## src/rtl/core/lphs_pkg.sv

```systemverilog
// Types and constants of the linear probe hash set
package lphs_pkg;

  localparam int unsigned KEY_W    = 32;
  localparam int unsigned CAP_W    = 7;
  localparam int unsigned MAX_SLOTS = 64;
  localparam logic [31:0] HASH_MUL = 32'h045D_9F3B;

  typedef enum logic [1:0] {
    OP_INSERT = 2'd0,
    OP_REMOVE = 2'd1,
    OP_SEARCH = 2'd2,
    OP_NONE   = 2'd3
  } op_t;

  typedef enum logic [2:0] {
    ST_INSERTED = 3'd0,
    ST_PRESENT  = 3'd1,
    ST_REMOVED  = 3'd2,
    ST_FOUND    = 3'd3,
    ST_NOTFOUND = 3'd4,
    ST_FULL     = 3'd5
  } status_t;

  typedef enum logic [1:0] {
    MARK_EMPTY = 2'd0,
    MARK_USED  = 2'd1,
    MARK_TOMB  = 2'd2,
    MARK_RSVD  = 2'd3
  } mark_t;

  localparam logic REG_CAPACITY = 1'b0;
  localparam logic REG_MAX      = 1'b1;

  // classified request handed from front to back
  typedef struct packed {
    logic [1:0]       op;
    logic [KEY_W-1:0] key;
    logic [CAP_W-1:0] home;
  } req_t;

endpackage

```

## src/rtl/core/lphs_ram.sv

```systemverilog
// Generic single write, single read RAM with registered read data
module lphs_ram #(
  parameter int unsigned WIDTH = 34,
  parameter int unsigned DEPTH = 64
) (
  input  logic                     clk,
  input  logic                     we,
  input  logic [$clog2(DEPTH)-1:0] waddr,
  input  logic [WIDTH-1:0]         wdata,
  input  logic [$clog2(DEPTH)-1:0] raddr,
  output logic [WIDTH-1:0]         rdata
);
  logic [WIDTH-1:0] mem [DEPTH];
  logic [WIDTH-1:0] rdata_r;

  always_ff @(posedge clk) begin
    if (we) begin
      mem[waddr] <= wdata;
    end
    rdata_r <= mem[raddr];
  end

  assign rdata = rdata_r;
endmodule

```

## src/rtl/core/lphs_front.sv

```systemverilog
// Front end: accepts requests, hashes the key, reduces it to the home slot
module lphs_front (
  input  logic                    clk,
  input  logic                    rst_n,
  input  logic                    in_valid,
  output logic                    in_stall,
  input  logic [1:0]              in_opcode,
  input  logic signed [31:0]      in_key,
  input  logic [lphs_pkg::CAP_W-1:0] cap,
  output logic                    push,
  output lphs_pkg::req_t          push_req,
  input  logic                    q_full
);
  import lphs_pkg::*;

  typedef enum logic [2:0] {F_IDLE, F_MUL1, F_XOR2, F_MUL2, F_XOR3, F_DIV, F_PUSH} fstate_t;

  fstate_t           state_r;
  logic [1:0]        op_r;
  logic [KEY_W-1:0]  key_r;
  logic [31:0]       h_r;
  logic [CAP_W-1:0]  rem_r;
  logic [4:0]        cnt_r;
  logic [CAP_W:0]    trial;

  assign trial = {rem_r, h_r[31]};

  always_ff @(posedge clk) begin
    if (!rst_n) begin
      state_r <= F_IDLE;
    end else begin
      case (state_r)
        F_IDLE: begin
          if (in_valid) begin
            op_r    <= in_opcode;
            key_r   <= in_key;
            h_r     <= (in_key >> 16) ^ in_key;
            state_r <= F_MUL1;
          end
        end
        F_MUL1: begin
          h_r     <= h_r * HASH_MUL;
          state_r <= F_XOR2;
        end
        F_XOR2: begin
          h_r     <= (h_r >> 16) ^ h_r;
          state_r <= F_MUL2;
        end
        F_MUL2: begin
          h_r     <= h_r * HASH_MUL;
          state_r <= F_XOR3;
        end
        F_XOR3: begin
          h_r     <= (h_r >> 16) ^ h_r;
          rem_r   <= '0;
          cnt_r   <= '0;
          state_r <= F_DIV;
        end
        F_DIV: begin
          // restoring remainder, one dividend bit per cycle
          if (trial >= {1'b0, cap}) begin
            rem_r <= CAP_W'(trial - {1'b0, cap});
          end else begin
            rem_r <= CAP_W'(trial);
          end
          h_r   <= {h_r[30:0], 1'b0};
          cnt_r <= cnt_r + 5'd1;
          if (cnt_r == 5'd31) begin
            state_r <= F_PUSH;
          end
        end
        F_PUSH: begin
          if (!q_full) begin
            state_r <= F_IDLE;
          end
        end
        default: state_r <= F_IDLE;
      endcase
    end
  end

  assign in_stall      = (state_r != F_IDLE);
  assign push          = (state_r == F_PUSH) && !q_full;
  assign push_req.op   = op_r;
  assign push_req.key  = key_r;
  assign push_req.home = rem_r;
endmodule

```

## src/rtl/core/lphs_fifo.sv

```systemverilog
// Two entry request queue between front and back
module lphs_fifo (
  input  logic           clk,
  input  logic           rst_n,
  input  logic           push,
  input  lphs_pkg::req_t push_req,
  output logic           full,
  input  logic           pop,
  output lphs_pkg::req_t pop_req,
  output logic           empty
);
  import lphs_pkg::*;

  req_t       q_r [2];
  logic       wr_ptr_r;
  logic       rd_ptr_r;
  logic [1:0] cnt_r;

  always_ff @(posedge clk) begin
    if (!rst_n) begin
      wr_ptr_r <= 1'b0;
      rd_ptr_r <= 1'b0;
      cnt_r    <= '0;
    end else begin
      if (push) begin
        q_r[wr_ptr_r] <= push_req;
        wr_ptr_r      <= !wr_ptr_r;
      end
      if (pop) begin
        rd_ptr_r <= !rd_ptr_r;
      end
      cnt_r <= cnt_r + 2'(push) - 2'(pop);
    end
  end

  assign pop_req = q_r[rd_ptr_r];
  assign full    = (cnt_r == 2'd2);
  assign empty   = (cnt_r == 2'd0);
endmodule

```

## src/rtl/core/lphs_back.sv

```systemverilog
// Back end: probes the table, applies the request and holds the result
module lphs_back #(
  parameter int unsigned SLOTS = 64
) (
  input  logic                       clk,
  input  logic                       rst_n,
  input  logic                       q_empty,
  input  lphs_pkg::req_t             q_req,
  output logic                       pop,
  input  logic [lphs_pkg::CAP_W-1:0] cap,
  input  logic [lphs_pkg::CAP_W-1:0] max_entries,
  output logic                       out_valid,
  input  logic                       out_stall,
  output logic [2:0]                 out_status,
  output logic [5:0]                 out_slot_index,
  output logic [6:0]                 out_stored_count
);
  import lphs_pkg::*;

  localparam int unsigned AW = $clog2(SLOTS);
  localparam int unsigned WW = KEY_W + 2;

  typedef enum logic [1:0] {B_IDLE, B_READ, B_EVAL, B_DONE} bstate_t;

  bstate_t          state_r;
  logic [1:0]       op_r;
  logic [KEY_W-1:0] key_r;
  logic [CAP_W-1:0] pos_r;
  logic [CAP_W-1:0] n_r;
  logic             have_tomb_r;
  logic [CAP_W-1:0] tomb_r;
  logic             have_empty_r;
  logic [CAP_W-1:0] empty_r;
  logic             match_r;
  logic [CAP_W-1:0] match_pos_r;
  logic [CAP_W-1:0] count_r;
  logic [SLOTS-1:0] vld_r;
  logic             vld_q_r;

  logic             out_valid_r;
  logic [2:0]       out_status_r;
  logic [5:0]       out_slot_r;

  logic             we;
  logic [AW-1:0]    waddr;
  logic [WW-1:0]    wdata;
  logic [WW-1:0]    rdata;
  logic [1:0]       rd_mark;
  logic [KEY_W-1:0] rd_key;
  logic             slot_open;
  logic             slot_hit;
  logic             slot_tomb;
  logic [CAP_W-1:0] n_inc;
  logic [CAP_W-1:0] pos_inc;
  logic             done_go;

  // finish-time decision
  logic [2:0]       res_status;
  logic [CAP_W-1:0] res_slot;
  logic [CAP_W-1:0] res_count;
  logic [1:0]       res_mark;

  lphs_ram #(.WIDTH(WW), .DEPTH(SLOTS)) u_ram (
    .clk   (clk),
    .we    (we),
    .waddr (waddr),
    .wdata (wdata),
    .raddr (pos_r[AW-1:0]),
    .rdata (rdata)
  );

  assign rd_mark   = rdata[WW-1:KEY_W];
  assign rd_key    = rdata[KEY_W-1:0];
  // a slot never written reads as empty
  assign slot_open = !vld_q_r || (rd_mark == MARK_EMPTY);
  assign slot_hit  = vld_q_r && (rd_mark == MARK_USED) && (rd_key == key_r);
  assign slot_tomb = vld_q_r && (rd_mark == MARK_TOMB);
  assign n_inc     = n_r + 1'b1;
  assign pos_inc   = (pos_r + 1'b1 == cap) ? '0 : pos_r + 1'b1;
  assign done_go   = (state_r == B_DONE) && (!out_valid_r || !out_stall);

  always_comb begin
    res_status = ST_NOTFOUND;
    res_slot   = '0;
    res_count  = count_r;
    res_mark   = MARK_USED;
    we         = 1'b0;
    case (op_r)
      OP_INSERT: begin
        if (match_r) begin
          res_status = ST_PRESENT;
          res_slot   = match_pos_r;
        end else if (count_r >= max_entries || (!have_tomb_r && !have_empty_r)) begin
          res_status = ST_FULL;
        end else begin
          res_status = ST_INSERTED;
          res_slot   = have_tomb_r ? tomb_r : empty_r;
          res_count  = count_r + 1'b1;
          we         = done_go;
        end
      end
      OP_REMOVE: begin
        if (match_r) begin
          res_status = ST_REMOVED;
          res_slot   = match_pos_r;
          res_count  = count_r - 1'b1;
          res_mark   = MARK_TOMB;
          we         = done_go;
        end
      end
      OP_SEARCH: begin
        if (match_r) begin
          res_status = ST_FOUND;
          res_slot   = match_pos_r;
        end
      end
      default: ;
    endcase
  end

  assign waddr = res_slot[AW-1:0];
  assign wdata = {res_mark, key_r};
  assign pop   = (state_r == B_IDLE) && !q_empty;

  always_ff @(posedge clk) begin
    if (!rst_n) begin
      state_r     <= B_IDLE;
      count_r     <= '0;
      vld_r       <= '0;
      out_valid_r <= 1'b0;
    end else begin
      if (done_go) begin
        out_valid_r <= 1'b1;
      end else if (!out_stall) begin
        out_valid_r <= 1'b0;
      end
      case (state_r)
        B_IDLE: begin
          if (!q_empty) begin
            op_r         <= q_req.op;
            key_r        <= q_req.key;
            pos_r        <= q_req.home;
            n_r          <= '0;
            have_tomb_r  <= 1'b0;
            have_empty_r <= 1'b0;
            match_r      <= 1'b0;
            if (q_req.op == OP_NONE ||
                (q_req.op != OP_INSERT && count_r == '0)) begin
              state_r <= B_DONE;
            end else begin
              state_r <= B_READ;
            end
          end
        end
        B_READ: begin
          vld_q_r <= vld_r[pos_r[AW-1:0]];
          state_r <= B_EVAL;
        end
        B_EVAL: begin
          if (slot_open) begin
            have_empty_r <= 1'b1;
            empty_r      <= pos_r;
            state_r      <= B_DONE;
          end else if (slot_hit) begin
            match_r     <= 1'b1;
            match_pos_r <= pos_r;
            state_r     <= B_DONE;
          end else begin
            if (slot_tomb && !have_tomb_r) begin
              have_tomb_r <= 1'b1;
              tomb_r      <= pos_r;
            end
            n_r   <= n_inc;
            pos_r <= pos_inc;
            state_r <= (n_inc == cap) ? B_DONE : B_READ;
          end
        end
        B_DONE: begin
          if (done_go) begin
            out_status_r <= res_status;
            out_slot_r   <= 6'(res_slot);
            count_r      <= res_count;
            if (we) begin
              vld_r[res_slot[AW-1:0]] <= 1'b1;
            end
            state_r <= B_IDLE;
          end
        end
        default: state_r <= B_IDLE;
      endcase
    end
  end

  assign out_valid        = out_valid_r;
  assign out_status       = out_status_r;
  assign out_slot_index   = out_slot_r;
  assign out_stored_count = count_r;
endmodule

```

## src/rtl/core/linear_probe_hash_set_core.sv

```systemverilog
// Linear probe hash set: a set of 32-bit keys in an open-addressed table.
// Input channel (in_valid/in_stall): opcode (0 insert, 1 remove, 2 search)
// and a signed key. Result channel (out_valid/out_stall): one result per
// request with status, matched or written slot index and the stored count.
// A transfer happens on a rising edge with valid high and stall low.
// The front hashes the key (two registered multiplies) and reduces it modulo
// the capacity in use with a one-bit-per-cycle remainder; it takes no new
// request until it has pushed the last one. A two-entry queue hands
// requests to the back, which reads each probed slot from the registered
// RAM (B_READ, then B_EVAL) and then finishes in B_DONE.
// The result register holds a finished result while the back and front go
// on; a stalled receiver backs up the queue and then the input.
// Synchronous active-low reset clears the slot state (per-slot valid bits
// read as empty, no clearing pass), the stored count, and loads capacity 53
// and entry limit 26. Configuration (cfg_we, cfg_index, cfg_wdata) must be
// written only while the block is idle; the block itself does not enforce it.
module linear_probe_hash_set_core #(
  parameter int unsigned TABLE_DEPTH = 64
) (
  input  logic               clk,
  input  logic               rst_n,
  input  logic               in_valid,
  output logic               in_stall,
  input  logic [1:0]         in_opcode,
  input  logic signed [31:0] in_key,
  output logic               out_valid,
  input  logic               out_stall,
  output logic [2:0]         out_status,
  output logic [5:0]         out_slot_index,
  output logic [6:0]         out_stored_count,
  input  logic               cfg_we,
  input  logic               cfg_index,
  input  logic [6:0]         cfg_wdata
);
  import lphs_pkg::*;

  localparam int unsigned SLOTS = (TABLE_DEPTH < MAX_SLOTS) ? TABLE_DEPTH : MAX_SLOTS;

  logic [CAP_W-1:0] cap_r;
  logic [CAP_W-1:0] max_r;
  logic [CAP_W-1:0] cap_eff;
  logic             push;
  logic             pop;
  logic             q_full;
  logic             q_empty;
  req_t             push_req;
  req_t             pop_req;

  always_ff @(posedge clk) begin
    if (!rst_n) begin
      cap_r <= CAP_W'(53);
      max_r <= CAP_W'(26);
    end else if (cfg_we) begin
      case (cfg_index)
        REG_CAPACITY: cap_r <= cfg_wdata;
        REG_MAX:      max_r <= cfg_wdata;
        default: ;
      endcase
    end
  end

  always_comb begin
    cap_eff = cap_r;
    if (cap_r == '0) begin
      cap_eff = CAP_W'(1);
    end else if (cap_r > CAP_W'(SLOTS)) begin
      cap_eff = CAP_W'(SLOTS);
    end
  end

  lphs_front u_front (
    .clk      (clk),
    .rst_n    (rst_n),
    .in_valid (in_valid),
    .in_stall (in_stall),
    .in_opcode(in_opcode),
    .in_key   (in_key),
    .cap      (cap_eff),
    .push     (push),
    .push_req (push_req),
    .q_full   (q_full)
  );

  lphs_fifo u_fifo (
    .clk      (clk),
    .rst_n    (rst_n),
    .push     (push),
    .push_req (push_req),
    .full     (q_full),
    .pop      (pop),
    .pop_req  (pop_req),
    .empty    (q_empty)
  );

  lphs_back #(.SLOTS(SLOTS)) u_back (
    .clk             (clk),
    .rst_n           (rst_n),
    .q_empty         (q_empty),
    .q_req           (pop_req),
    .pop             (pop),
    .cap             (cap_eff),
    .max_entries     (max_r),
    .out_valid       (out_valid),
    .out_stall       (out_stall),
    .out_status      (out_status),
    .out_slot_index  (out_slot_index),
    .out_stored_count(out_stored_count)
  );
endmodule

```

## config.mk

```make
export PLATFORM = sky130hd
export DESIGN_NAME = linear_probe_hash_set_core
export DESIGN_NICKNAME = d
export VERILOG_FILES = /design/src/rtl/core/lphs_pkg.sv /design/src/rtl/core/lphs_ram.sv /design/src/rtl/core/lphs_front.sv /design/src/rtl/core/lphs_fifo.sv /design/src/rtl/core/lphs_back.sv /design/src/rtl/core/linear_probe_hash_set_core.sv
export SDC_FILE = /design/constraint.sdc
export NUM_CORES = 2
export LEC_CHECK = 0
export BUFFER_PORTS_ARGS = -buffer_cell sky130_fd_sc_hd__buf_2
export CORE_ASPECT_RATIO = 0.7
export CORE_UTILIZATION = 53
export DETAILED_ROUTE_END_ITERATION = 10
export GPL_TIMING_DRIVEN = 0
export PLACE_DENSITY_LB_ADDON = 0.25
export SETUP_SLACK_MARGIN = 0.4
export SLEW_MARGIN = 10
export SYNTH_ARGS = -nofsm -noshare
export SYNTH_HDL_FRONTEND = slang
export SYNTH_SLANG_ARGS = --single-unit
export TNS_END_PERCENT = 30
```

## constraint.sdc

```tcl
create_clock -name clk -period 9.36 [get_ports clk]
set_clock_uncertainty 0.1 [all_clocks]
set_input_delay 0.468 -clock clk [delete_from_list [all_inputs] [get_ports clk]]
set_output_delay 0.468 -clock clk [all_outputs]
set_load 0.02 [all_outputs]
```

==> impl_metrics.tcl <==
set metrics [dict create \
    status "finished, violations left" \
    violations "capacitance limit, slew limit" \
    synthMuxAreaShare_pct 12.74 \
    drive_above_1_share_pct 18.85 \
    postSynth.asyncResetShare_pct 0 \
    timing.final.max_slew_violations 3 \
    hold_start "in_opcode[0]" \
    hold_viol 0 \
    synth_top_family_by_area "multiplexers" \
    place.gp.congestion 0.9532 \
    cap_violations 1 \
    reg2reg_setup_slack_ns 1.79 \
    tightest_slew_ns 1.509 \
    synth_edf_count 2415 \
    end_kind "flop" \
    clock-root-buffer "clkbuf_16" \
    vias 62680 \
    yosys.area_share.simple_pct 2.116 \
    synth-compound-area-share_pct 5.135 \
    crit_type "flop to flop" \
    cts_tree "done" \
    synthCells 6002 \
    r2r_start "u_front.h_r[16]" \
    fp.dieArea_um2 205400 \
    regToRegEndpoint "u_front.h_r[31]" \
    grt_overflow 0 \
    drc 0 \
    path_max_fanout 9 \
    dr.pass1.iters 6 \
    synth-main-ff-cell "edfxtp_1" \
    hold_end "u_front.op_r[0]" \
    required_ns 9.82 \
    synth_area_leaders "edfxtp_1 67%, mux4_2 8.9%, fa_1 4.0%, mux2i_1 3.4%, dfxtp_1 2.4%" \
    avgSynthCellArea_um2 17.97 \
    post-route-min-period_ns 7.566 \
    routed_wl_um 335900 \
    synth_most_common_cell "edfxtp_1" \
    cts_buffers 226 \
    ant_nets 0 \
    syn_to_final_growth_pct 15.84 \
    setup_viol 0 \
    grt_use_total_pct 32.96 \
    grt_first_pass_wirelength_um 464900 \
    row_count 138 \
    ios 65 \
    yosys.area.top_type "edfxtp_1" \
    cts.repair.resized 0 \
    synth_fa_ha_area_share_pct 6.338 \
    die_x_um 541.2 \
    die_y_um 379.5 \
    cts_sinks 2545 \
    htreeDepth 4 \
    synth_top_area_share_pct 67.23 \
    worst_hold_path.num_cells 2 \
    min_path_type "input pin to flop" \
    maxSlewHeadroom_pct -1.369 \
    drt-initial-drc-count 10540 \
    clk_pin_slew_ns 0.07 \
    avgRoutedWirePerCell_um 35.40 \
    fillers 14100 \
    drt-met1-wl_um 129600 \
    yosysWarnings 0 \
    synth.distinct_cells 78 \
    clock_latency_ns 0.89 \
    grt_pass1_vias 60200 \
    rsz0062_at_grt "no" \
    floorplan.initialDensity_pct 53.35 \
    top_layer_used "met5" \
    antenna_found_initial 22 \
    vias_per_cell 6.606 \
    ys_ff_latch 2545 \
    core_um2 202200 \
    route.met3.wl_um 55210 \
    ys_seq_area_share_pct 69.64 \
    routed-wl-met2_um 134600 \
    portBuffers 64 \
    postLayoutCoreUtil_pct 61.80 \
    fmax_mhz 132.2 \
    grt_max_degree 67 \
    synth_nets 6467 \
    hpwl_um 240800 \
    syn_area_um2 107900 \
    crit_path_start_kind "flop" \
    critical_path_arrival_ns 8.03 \
    synth-xor-area-share_pct 1.250 \
    clockBufferDepth 3 \
    reg2reg_depth 22 \
    ys_top_cells_by_count "2415 x edfxtp_1, 468 x inv_1, 427 x mux4_2" \
    period_share_pct 80.83 \
    num-nets-final 7034 \
]
## cell type report
cell class	count	area, um^2	area share [%]
antenna	6	15.01	0.01202
clock inverter	136	1480	1.185
multi-input combinational	2707	30220	24.19
clock buffer	275	5881	4.706
sequential	2545	75120	60.12
timing repair buffer	339	5801	4.642
tap	2730	3416	2.734
buffer	281	1255	1.004
inverter	469	1760	1.409
## placed cells by master, fill, tap and decap left out, drive strengths merged, types with 10 or more instances in the layout
cell,instances
and2,13
o22ai,93
mux2,42
edfxtp,2415
fa,214
inv,477
xnor2,95
ha,204
mux2i,365
a22oi,21
a21oi,203
o31ai,12
nand2,142
buf,406
o221ai,173
a211oi,29
mux4,427
nor2,177
o21a,67
a31oi,24
o21ai,87
nor2b,14
nor4,11
o211ai,14
a21o,20
nor3,49
dlygate4sd3,55
and3,13
nand2b,12
nand3,26
dfxtp,130
bufinv,23
nand4,11
clkinvlp,13
xor2,59
a221oi,10
clkinv,92
clkbuf,434
## cells by family after synthesis
family	Yosys count
xor gates and xnor gates	154
muxes	834
and+or+nand+nor	495
buffers and inverters	750
adders and majority gates	418
DFF	2545
AOI/OAI and AO/OA	806
## metal layers
layer  track usage, %  vias to the layer above
met5           0.3778                        -
li1                 -                    24750
met4            13.68                       16
met2            44.37                     4782
met3            13.72                      824
met1            47.10                    32310
## worst max-delay path by stage
stage	slack, ns	to	start
2_1_floorplan	3.36	u_front.h_r[31]	u_front.h_r[16]
3_3_place_gp	-1.20	u_back.u_ram.mem[49][15]	u_back.op_r[1]
3_5_place_dp	2.00	u_front.h_r[31]	u_front.h_r[16]
4_1_cts	1.95	u_front.h_r[31]	u_front.h_r[16]
5_1_grt	1.45	u_front.h_r[31]	u_front.h_r[16]
6_report	1.79	u_front.h_r[31]	u_front.h_r[16]
## worst max-delay path, stage by stage (launching register included)
cell and delay (ns):
edfxtp_1 0.70, inv_1 0.45, fa_1 0.63, inv_1 0.07
ha_1 0.30, fa_1 0.62, inv_1 0.08, fa_1 0.50
inv_1 0.06, fa_1 0.46, fa_1 0.51, inv_1 0.05
fa_1 0.47, inv_1 0.04, ha_1 0.25, clkbuf_1 0.20
a21oi_1 0.26, o21ai_0 0.18, a2111oi_0 0.62, nor2_1 0.11
o22ai_1 0.18, xnor2_1 0.25, o21ai_0 0.16
## what timing repair did
item,in CTS,in global routing
hold endpoints to repair,71,0
hold buffers,55,0
buffers inserted,0,0
setup endpoints to repair,0,0
## registers in the layout, indices dropped and copies added (netlist names), 5 cells and up, named ones only
register,cells
u_back.u_ram.mem,2176
u_fifo.q_r,82
u_back.vld_r,64
u_back.u_ram.rdata,34
u_back.key_r,32
u_front.h_r,32
u_front.key_r,32
cap_r,7
max_r,7
u_back.n_r,7
u_back.out_stored_count,7
u_back.pos_r,7
u_front.rem_r,7
u_back.empty_r,6
u_back.match_pos_r,6
u_back.out_slot_index,6
u_back.tomb_r,6
u_front.cnt_r,5
## stage by stage
step           TNS [ns]  area (um^2)  hold slack, ns  cells  setup slack, ns
2_1_floorplan         0       107900          0.3204   6002            3.358
3_3_place_gp    -669.46       111600          0.3232   8796           -1.201
3_5_place_dp          0       117000          0.3297   9015            2.004
4_1_cts               0       124900          0.1638   9481            1.952
5_1_grt               0       124900          0.1782   9483            1.446
6_report              0       125000          0.2029   9488            1.794
Power is not shown: default switching activity piles up to over one toggle a cycle in this logic, so the estimate is an artifact.
